### config.mk
export PLATFORM = sky130hd
export DESIGN_NAME = canonical_request_validator_top
export DESIGN_NICKNAME = d
export VERILOG_FILES = /design/src/sv/crv_pkg.sv /design/src/sv/crv_check.sv /design/src/sv/canonical_request_validator_top.sv
export SDC_FILE = /design/constraint.sdc
export NUM_CORES = 1
export LEC_CHECK = 0
export ABC_CLOCK_PERIOD_IN_PS = 22000
export BUFFER_PORTS_ARGS = -buffer_cell sky130_fd_sc_hd__buf_2
export CAP_MARGIN = 20
export CELL_PAD_IN_SITES_DETAIL_PLACEMENT = 2
export CELL_PAD_IN_SITES_GLOBAL_PLACEMENT = 2
export CORE_AREA = 2 2 234 236
export DETAILED_ROUTE_END_ITERATION = 10
export DIE_AREA = 0 0 236 238
export HOLD_SLACK_MARGIN = 0.08
export MAX_ROUTING_LAYER = met4
export PLACE_DENSITY_LB_ADDON = 0.1
export SYNTH_ARGS = -nofsm -noshare
export SYNTH_HDL_FRONTEND = slang
export SYNTH_HIERARCHICAL = 1
export SYNTH_SLANG_ARGS = --single-unit
### constraint.sdc
create_clock -name aclk -period 22 [get_ports aclk]
set_clock_uncertainty 0.2 [all_clocks]
set_input_delay 2.2 -clock aclk [delete_from_list [all_inputs] [get_ports aclk]]
set_output_delay 2.2 -clock aclk [all_outputs]
set_load 0.1 [all_outputs]
### src/sv/crv_pkg.sv
// Package for the canonical request validator.
// Beat types, header layout offsets, status codes and range limits.
// No dependencies.
package crv_pkg;

    localparam int HEADER_BYTES = 26;
    localparam int HDR_IDX_W    = $clog2(HEADER_BYTES);

    // header byte offsets
    localparam int OFF_SCHEMA   = 0;
    localparam int OFF_NETWORK  = 1;
    localparam int OFF_KIND     = 5;
    localparam int OFF_DEST     = 6;
    localparam int OFF_DELIVERY = 14;
    localparam int OFF_PRIORITY = 15;
    localparam int OFF_POLICY   = 16;
    localparam int OFF_STORAGE  = 17;
    localparam int OFF_TTL      = 18;
    localparam int OFF_HOP      = 22;
    localparam int OFF_PERSIST  = 23;
    localparam int OFF_PLEN     = 24;

    localparam logic [2:0] ST_OK       = 3'd0;
    localparam logic [2:0] ST_LENGTH   = 3'd1;
    localparam logic [2:0] ST_FRAMING  = 3'd2;
    localparam logic [2:0] ST_RANGE    = 3'd3;
    localparam logic [2:0] ST_RESERVED = 3'd4;

    localparam logic [7:0]  SCHEMA_ID    = 8'd1;
    localparam logic [7:0]  DELIVERY_MAX = 8'd2;
    localparam logic [7:0]  PRIORITY_MAX = 8'd3;
    localparam logic [7:0]  FLAG_MAX     = 8'd1;
    localparam logic [31:0] TTL_MAX      = 32'd30000;
    localparam logic [7:0]  HOP_MAX      = 8'd10;

    typedef logic [HEADER_BYTES-1:0][7:0] hdr_bus_t;

    typedef struct packed {
        logic [7:0] data_byte;
        logic       last;
    } in_beat_t;

    typedef struct packed {
        logic [2:0]  status;
        logic [31:0] network;
        logic        dst_type;
        logic [63:0] destination;
        logic [1:0]  delivery_class;
        logic [1:0]  priority_level;
        logic        storage_mode;
        logic [14:0] ttl_ms;
        logic [3:0]  hop_cap;
        logic        sleep_keep;
        logic [7:0]  body_bytes;
    } out_beat_t;

endpackage

### src/sv/crv_check.sv
// Header decode and validation for the canonical request validator.
// Pure logic: header bytes and total byte count in, result beat out.
// Depends on crv_pkg.
module crv_check #(
    parameter int MAX_MESSAGE_BYTES = 256,
    parameter int CNT_W             = 9
) (
    input  crv_pkg::hdr_bus_t  hdr,
    input  logic [CNT_W-1:0]   total,
    output crv_pkg::out_beat_t result
);

    localparam int CMP_W = (CNT_W > 16) ? CNT_W : 16;

    logic [7:0]  schema;
    logic [31:0] network;
    logic [7:0]  kind;
    logic [63:0] dest;
    logic [7:0]  delivery;
    logic [7:0]  prio;
    logic [7:0]  policy;
    logic [7:0]  storage;
    logic [31:0] ttl;
    logic [7:0]  hop;
    logic [7:0]  persist;
    logic [15:0] plen;
    logic        len_bad;
    logic        frame_bad;
    logic        range_bad;
    logic        rsvd_bad;
    logic [CMP_W-1:0] body_len;

    assign schema   = hdr[crv_pkg::OFF_SCHEMA];
    assign network  = {hdr[crv_pkg::OFF_NETWORK], hdr[crv_pkg::OFF_NETWORK+1],
                       hdr[crv_pkg::OFF_NETWORK+2], hdr[crv_pkg::OFF_NETWORK+3]};
    assign kind     = hdr[crv_pkg::OFF_KIND];
    assign dest     = {hdr[crv_pkg::OFF_DEST],   hdr[crv_pkg::OFF_DEST+1],
                       hdr[crv_pkg::OFF_DEST+2], hdr[crv_pkg::OFF_DEST+3],
                       hdr[crv_pkg::OFF_DEST+4], hdr[crv_pkg::OFF_DEST+5],
                       hdr[crv_pkg::OFF_DEST+6], hdr[crv_pkg::OFF_DEST+7]};
    assign delivery = hdr[crv_pkg::OFF_DELIVERY];
    assign prio     = hdr[crv_pkg::OFF_PRIORITY];
    assign policy   = hdr[crv_pkg::OFF_POLICY];
    assign storage  = hdr[crv_pkg::OFF_STORAGE];
    assign ttl      = {hdr[crv_pkg::OFF_TTL],   hdr[crv_pkg::OFF_TTL+1],
                       hdr[crv_pkg::OFF_TTL+2], hdr[crv_pkg::OFF_TTL+3]};
    assign hop      = hdr[crv_pkg::OFF_HOP];
    assign persist  = hdr[crv_pkg::OFF_PERSIST];
    assign plen     = {hdr[crv_pkg::OFF_PLEN], hdr[crv_pkg::OFF_PLEN+1]};

    assign body_len = CMP_W'(total) - CMP_W'(crv_pkg::HEADER_BYTES);

    assign len_bad   = (total < CNT_W'(crv_pkg::HEADER_BYTES))
                    || (total > CNT_W'(MAX_MESSAGE_BYTES));
    assign frame_bad = (schema != crv_pkg::SCHEMA_ID) || (CMP_W'(plen) != body_len);
    assign range_bad = (network == 32'd0)
                    || (kind > crv_pkg::FLAG_MAX)
                    || (delivery > crv_pkg::DELIVERY_MAX)
                    || (prio > crv_pkg::PRIORITY_MAX)
                    || (policy != 8'd0)
                    || (storage > crv_pkg::FLAG_MAX)
                    || (ttl == 32'd0) || (ttl > crv_pkg::TTL_MAX)
                    || (hop == 8'd0) || (hop > crv_pkg::HOP_MAX)
                    || (persist > crv_pkg::FLAG_MAX);
    assign rsvd_bad  = (kind == 8'd0) && ((dest == '0) || (dest == '1));

    always_comb begin
        result = '0;
        if (len_bad) begin
            result.status = crv_pkg::ST_LENGTH;
        end else if (frame_bad) begin
            result.status = crv_pkg::ST_FRAMING;
        end else if (range_bad) begin
            result.status = crv_pkg::ST_RANGE;
        end else if (rsvd_bad) begin
            result.status = crv_pkg::ST_RESERVED;
        end else begin
            result.status         = crv_pkg::ST_OK;
            result.network        = network;
            result.dst_type       = kind[0];
            result.destination    = dest;
            result.delivery_class = delivery[1:0];
            result.priority_level = prio[1:0];
            result.storage_mode   = storage[0];
            result.ttl_ms         = ttl[14:0];
            result.hop_cap        = hop[3:0];
            result.sleep_keep     = persist[0];
            result.body_bytes     = plen[7:0];
        end
    end

endmodule

### src/sv/canonical_request_validator_top.sv
// Top level of the canonical request validator: byte counter, header store,
// pending-frame stage and result register. Depends on crv_pkg and crv_check.
//
//   channel | dir | handshake          | payload
//   s_      | in  | s_valid / s_ready  | s_data  (crv_pkg::in_beat_t)
//   m_      | out | m_valid / m_ready  | m_data  (crv_pkg::out_beat_t)
//
// One input beat per cycle while s_ready is high; the result for a message is registered
// after its last beat is taken: header store/count with pending flag, then result reg.
// Reset (aresetn low, synchronous) clears the count and both valid flags.
// s_ready drops only while a finished frame waits behind a stalled m_ not ready.
module canonical_request_validator_top #(
    parameter int MAX_MESSAGE_BYTES = 256
) (
    input  logic                aclk,
    input  logic                aresetn,
    input  logic                s_valid,
    output logic                s_ready,
    input  crv_pkg::in_beat_t   s_data,
    output logic                m_valid,
    input  logic                m_ready,
    output crv_pkg::out_beat_t  m_data
);

    localparam int CNT_W = $clog2(MAX_MESSAGE_BYTES + 2);
    localparam logic [CNT_W-1:0] CNT_SAT = CNT_W'(MAX_MESSAGE_BYTES + 1);

    logic [CNT_W-1:0]   cnt_reg,   cnt_next;
    logic [CNT_W-1:0]   total_reg, total_next;
    logic               pend_reg,  pend_next;
    logic               mv_reg,    mv_next;
    crv_pkg::out_beat_t out_reg;
    logic [7:0]         hdr_reg [crv_pkg::HEADER_BYTES];
    crv_pkg::hdr_bus_t  hdr_bus;
    crv_pkg::out_beat_t chk_result;
    logic [CNT_W-1:0]   cnt_inc;
    logic               s_fire;
    logic               out_free;
    logic               pend_move;

    assign out_free  = !mv_reg || m_ready;
    assign pend_move = pend_reg && out_free;
    assign s_ready   = !pend_reg || out_free;
    assign s_fire    = s_valid && s_ready;
    assign cnt_inc   = (cnt_reg < CNT_SAT) ? cnt_reg + CNT_W'(1) : cnt_reg;

    always_comb begin
        cnt_next   = cnt_reg;
        total_next = total_reg;
        pend_next  = pend_reg && !pend_move;
        mv_next    = mv_reg && !m_ready;
        if (pend_move) begin
            mv_next = 1'b1;
        end
        if (s_fire) begin
            if (s_data.last) begin
                cnt_next   = '0;
                total_next = cnt_inc;
                pend_next  = 1'b1;
            end else begin
                cnt_next = cnt_inc;
            end
        end
    end

    always_ff @(posedge aclk) begin
        if (!aresetn) begin
            cnt_reg  <= '0;
            pend_reg <= 1'b0;
            mv_reg   <= 1'b0;
        end else begin
            cnt_reg  <= cnt_next;
            pend_reg <= pend_next;
            mv_reg   <= mv_next;
        end
    end

    always_ff @(posedge aclk) begin
        total_reg <= total_next;
        if (s_fire && (cnt_reg < CNT_W'(crv_pkg::HEADER_BYTES))) begin
            hdr_reg[cnt_reg[crv_pkg::HDR_IDX_W-1:0]] <= s_data.data_byte;
        end
        if (pend_move) begin
            out_reg <= chk_result;
        end
    end

    always_comb begin
        for (int i = 0; i < crv_pkg::HEADER_BYTES; i++) begin
            hdr_bus[i] = hdr_reg[i];
        end
    end

    crv_check #(
        .MAX_MESSAGE_BYTES (MAX_MESSAGE_BYTES),
        .CNT_W             (CNT_W)
    ) u_check (
        .hdr    (hdr_bus),
        .total  (total_reg),
        .result (chk_result)
    );

    assign m_valid = mv_reg;
    assign m_data  = out_reg;

    a_cnt_sat: assert property (@(posedge aclk) disable iff (!aresetn)
        cnt_reg <= CNT_SAT)
        else $error("byte count above saturation");

    a_last_clears: assert property (@(posedge aclk) disable iff (!aresetn)
        s_fire && s_data.last |=> cnt_reg == '0 && pend_reg)
        else $error("last beat did not close the frame");

    a_pend_blocks: assert property (@(posedge aclk) disable iff (!aresetn)
        pend_reg && mv_reg && !m_ready |-> !s_ready)
        else $error("input taken while pending frame is stalled");

    a_err_zero: assert property (@(posedge aclk) disable iff (!aresetn)
        m_valid && (m_data.status != crv_pkg::ST_OK) |->
            m_data.network == '0 && m_data.destination == '0 && m_data.ttl_ms == '0
            && m_data.hop_cap == '0 && m_data.body_bytes == '0)
        else $error("fields not cleared on error status");

    a_ok_ranges: assert property (@(posedge aclk) disable iff (!aresetn)
        m_valid && (m_data.status == crv_pkg::ST_OK) |->
            m_data.ttl_ms != '0 && m_data.hop_cap != '0
            && m_data.hop_cap <= 4'd10 && m_data.network != '0)
        else $error("ok status with out-of-range field");

endmodule

==> impl_metrics.env <==
export IMPL_fp_dieW_um=236
export IMPL_yosysSeqAreaShare_pct=77.5
export IMPL_worstMarginPinSlew_ns=1.05
export IMPL_worstPathMaxFanout=5
export IMPL_placement_io_buffers=147
export IMPL_layout_drive_gt1_share_pct=23.8
export IMPL_fill_cells=5486
export IMPL_routed_via_count=7821
export IMPL_synth_nets=821
export IMPL_cts_hold_buf=0
export IMPL_grt_pass1_wl_um=57000
export IMPL_drc=0
export IMPL_power_density_mw_per_mm2=90.1
export IMPL_critical_path_top_delay_family="buffers and inverters"
export IMPL_p_total_uw=1490
export IMPL_clkTransAtPathRegs_ns=0.06
export IMPL_die_y_um=238
export IMPL_power_leakage_uw=0.00591
export IMPL_hp_class="reg2reg"
export IMPL_synth_edf_count=350
export IMPL_cts_sinks=361
export IMPL_crit_path_frequent_cell="buf_2"
export IMPL_synth_cell_types=65
export IMPL_yosysTopAreaCell="edfxtp_1"
export IMPL_io_pin_count=148
export IMPL_critPathRequiredTime_ns=19.60
export IMPL_antennaDiodeCount=0
export IMPL_grt_pass1_vias=8462
export IMPL_gr_total_overflow=0
export IMPL_synthFlopType="edfxtp_1"
export IMPL_outcome="completed"
export IMPL_initial_core_util_pct=25.9
export IMPL_rows=85
export IMPL_clock_latency_ns=0.56
export IMPL_synthTopCellsByArea="edfxtp_1, and4_1, nor4_1"
export IMPL_syn2layout_area_growth_pct=19.7
export IMPL_largest_reg_flops=208
export IMPL_cts_max_level=2
export IMPL_dr_pass1_iters=5
export IMPL_cts_buffers=42
export IMPL_fin_crit_sh_pct=24.9
export IMPL_cts_tree="yes"
export IMPL_core_area_mm2=0.0535
export IMPL_min_period_ns=5.48
export IMPL_syn_area_mm2=0.0139
export IMPL_first_iter_violations=411
export IMPL_track_usage_pct=14.0
export IMPL_max_cap_viol_count=0
export IMPL_fin_util_pct=31.0
export IMPL_gp_congestion=0.705
export IMPL_final_nets=970
export IMPL_cts_resized=0
export IMPL_slew_headroom_pct=30.2
export IMPL_dieArea_mm2=0.0562
export IMPL_crit_chain="buf_2, and3b_2, inv_1, buf_2"
export IMPL_rsz0062_at_grt="false"
export IMPL_antenna_found_initial=0
export IMPL_finalSetupViolations=0
export IMPL_cts_path_max_buffers=3
export IMPL_hpwlAfterDp_um=24000
export IMPL_post_synth_cell_area_avg_um2=17.3
export IMPL_critPathLaunchType="primary input"
export IMPL_critPathMaxStageDelay_ns=0.45
export IMPL_slew_violations=0
export IMPL_critical_path_buf_inv_count=3
export IMPL_ys_warn_count=6
export IMPL_ys_async_sr_fraction_pct=0
export IMPL_via_per_inst=4.66
export IMPL_cts_setup_buffers=0
export IMPL_synth_top_area_share_pct=75.9
export IMPL_ys_seq_elements=361
export IMPL_synthCells=803
export IMPL_avgRoutedWirePerCell_um=22.8
export IMPL_ant_nets=0
export IMPL_routed_wl_um=38200
export IMPL_cpMaxStageDelayCell="buf_2"
export IMPL_end_kind="primary output"
export IMPL_peakVddDrop_v=0.0000405
export IMPL_worstSetupPathType="in2out"
export IMPL_tns_ns=0
export IMPL_fmax_mhz=182
export IMPL_hold_violations=0
export IMPL_critical_path_arrival_ns=3.08
export IMPL_root_buffer="clkbuf_16"
export IMPL_grt_max_degree=122
-- tightest hold or removal path: cells and delay by family, from the launching register on --
kind,cells,cell delay (ns)
flops,1,0.35
compound gates,1,0.05
simple gates,1,0.07
-- area by class of cell --
class / instances / area [um^2] / share of cell area [%]
sequential: 361 / 10700 / 64.7
multi-input combinational: 381 / 2780 / 16.8
clock buffer: 49 / 1100 / 6.63
tap: 696 / 871 / 5.25
timing repair buffer: 153 / 781 / 4.71
clock inverter: 25 / 264 / 1.59
inverter: 13 / 48.8 / 0.294
-- power breakdown --
part           total, uW  internal [uW]  switching (uW)  leakage, uW
Combinational       39.0           5.00            34.0      0.00171
Sequential           759            757            2.69      0.00353
Clock                695            415             279     0.000667
-- metrics by stage --
stage          cells  worst slack (ns)  hold slack [ns]  instance area [um^2]
3_3_place_gp    1603             16.52            0.289                 15200
4_1_cts         1677             16.51            0.317                 16600
5_1_grt         1678             16.48            0.358                 16600
6_report        1678             16.52            0.308                 16600
3_5_place_dp    1603             16.51            0.305                 15200
2_1_floorplan    803              9.15            0.245                 13900
-- cell usage in the layout (no fill, tap or decap), types with 3 or more instances in the layout --
master / count
a21oi_1: 6
and4_1: 130
buf_2: 147
buf_4: 5
bufinv_16: 5
clkbuf_1: 6
clkbuf_16: 43
clkinv_1: 9
clkinv_2: 8
dfxtp_1: 11
edfxtp_1: 350
ha_1: 5
inv_1: 13
nand2_1: 20
nand3_1: 8
nand4_1: 31
nand4b_1: 3
nor2_1: 34
nor2b_1: 3
nor3_1: 11
nor4_1: 50
o21ai_0: 11
or3_1: 3
xnor2_1: 12
xor2_1: 8
-- logic make-up (layout without fill, tap and decap cells) --
kind of cell,count (synthesis),after routing,synth area share (%)
mux,3,3,0.226
fa+ha+maj,5,5,0.452
simple gates,315,315,16.0
xor+xnor,20,20,1.26
flops,361,361,77.5
buf+inv,61,240,2.60
compound gates,38,38,2.03
-- synthesized netlist by cell type, types with 2 or more instances --
cell	instances
edfxtp_1	350
and4_1	130
nor4_1	50
clkbuf_1	34
nor2_1	34
nand4_1	31
nand2_1	20
inv_1	13
xnor2_1	12
dfxtp_1	11
nor3_1	11
o21ai_0	11
buf_8	9
nand3_1	8
xor2_1	8
a21oi_1	6
ha_1	5
nand4b_1	3
nor2b_1	3
or3_1	3
a211oi_1	2
a31o_2	2
and3_1	2
and4b_1	2
mux2i_1	2
or4_1	2
-- metal layers --
layer | vias up | wire length [um] | GRT usage, % | share of wire [%]
met5 | - | 0 | - | 0
met3 | 41 | 1320 | 2.63 | 3.5
met2 | 138 | 18200 | 22.3 | 48
met4 | 0 | 671 | 3.40 | 1.8
met1 | 4034 | 18000 | 18.5 | 47
li1 | 3608 | - | - | -
-- path summary, 6_finish.rpt --
kind                     start           to  slack [ns]  depth (start not counted)
setup / recovery       m_ready      s_ready       16.52                          4
hold / removal        pend_reg      m_valid        0.31                          2
setup reg to reg  total_reg[1]  m_data[131]       17.79                          9
hold reg to reg       pend_reg      m_valid        0.31                          2
Note: power is estimated with default switching activity, not from simulation.
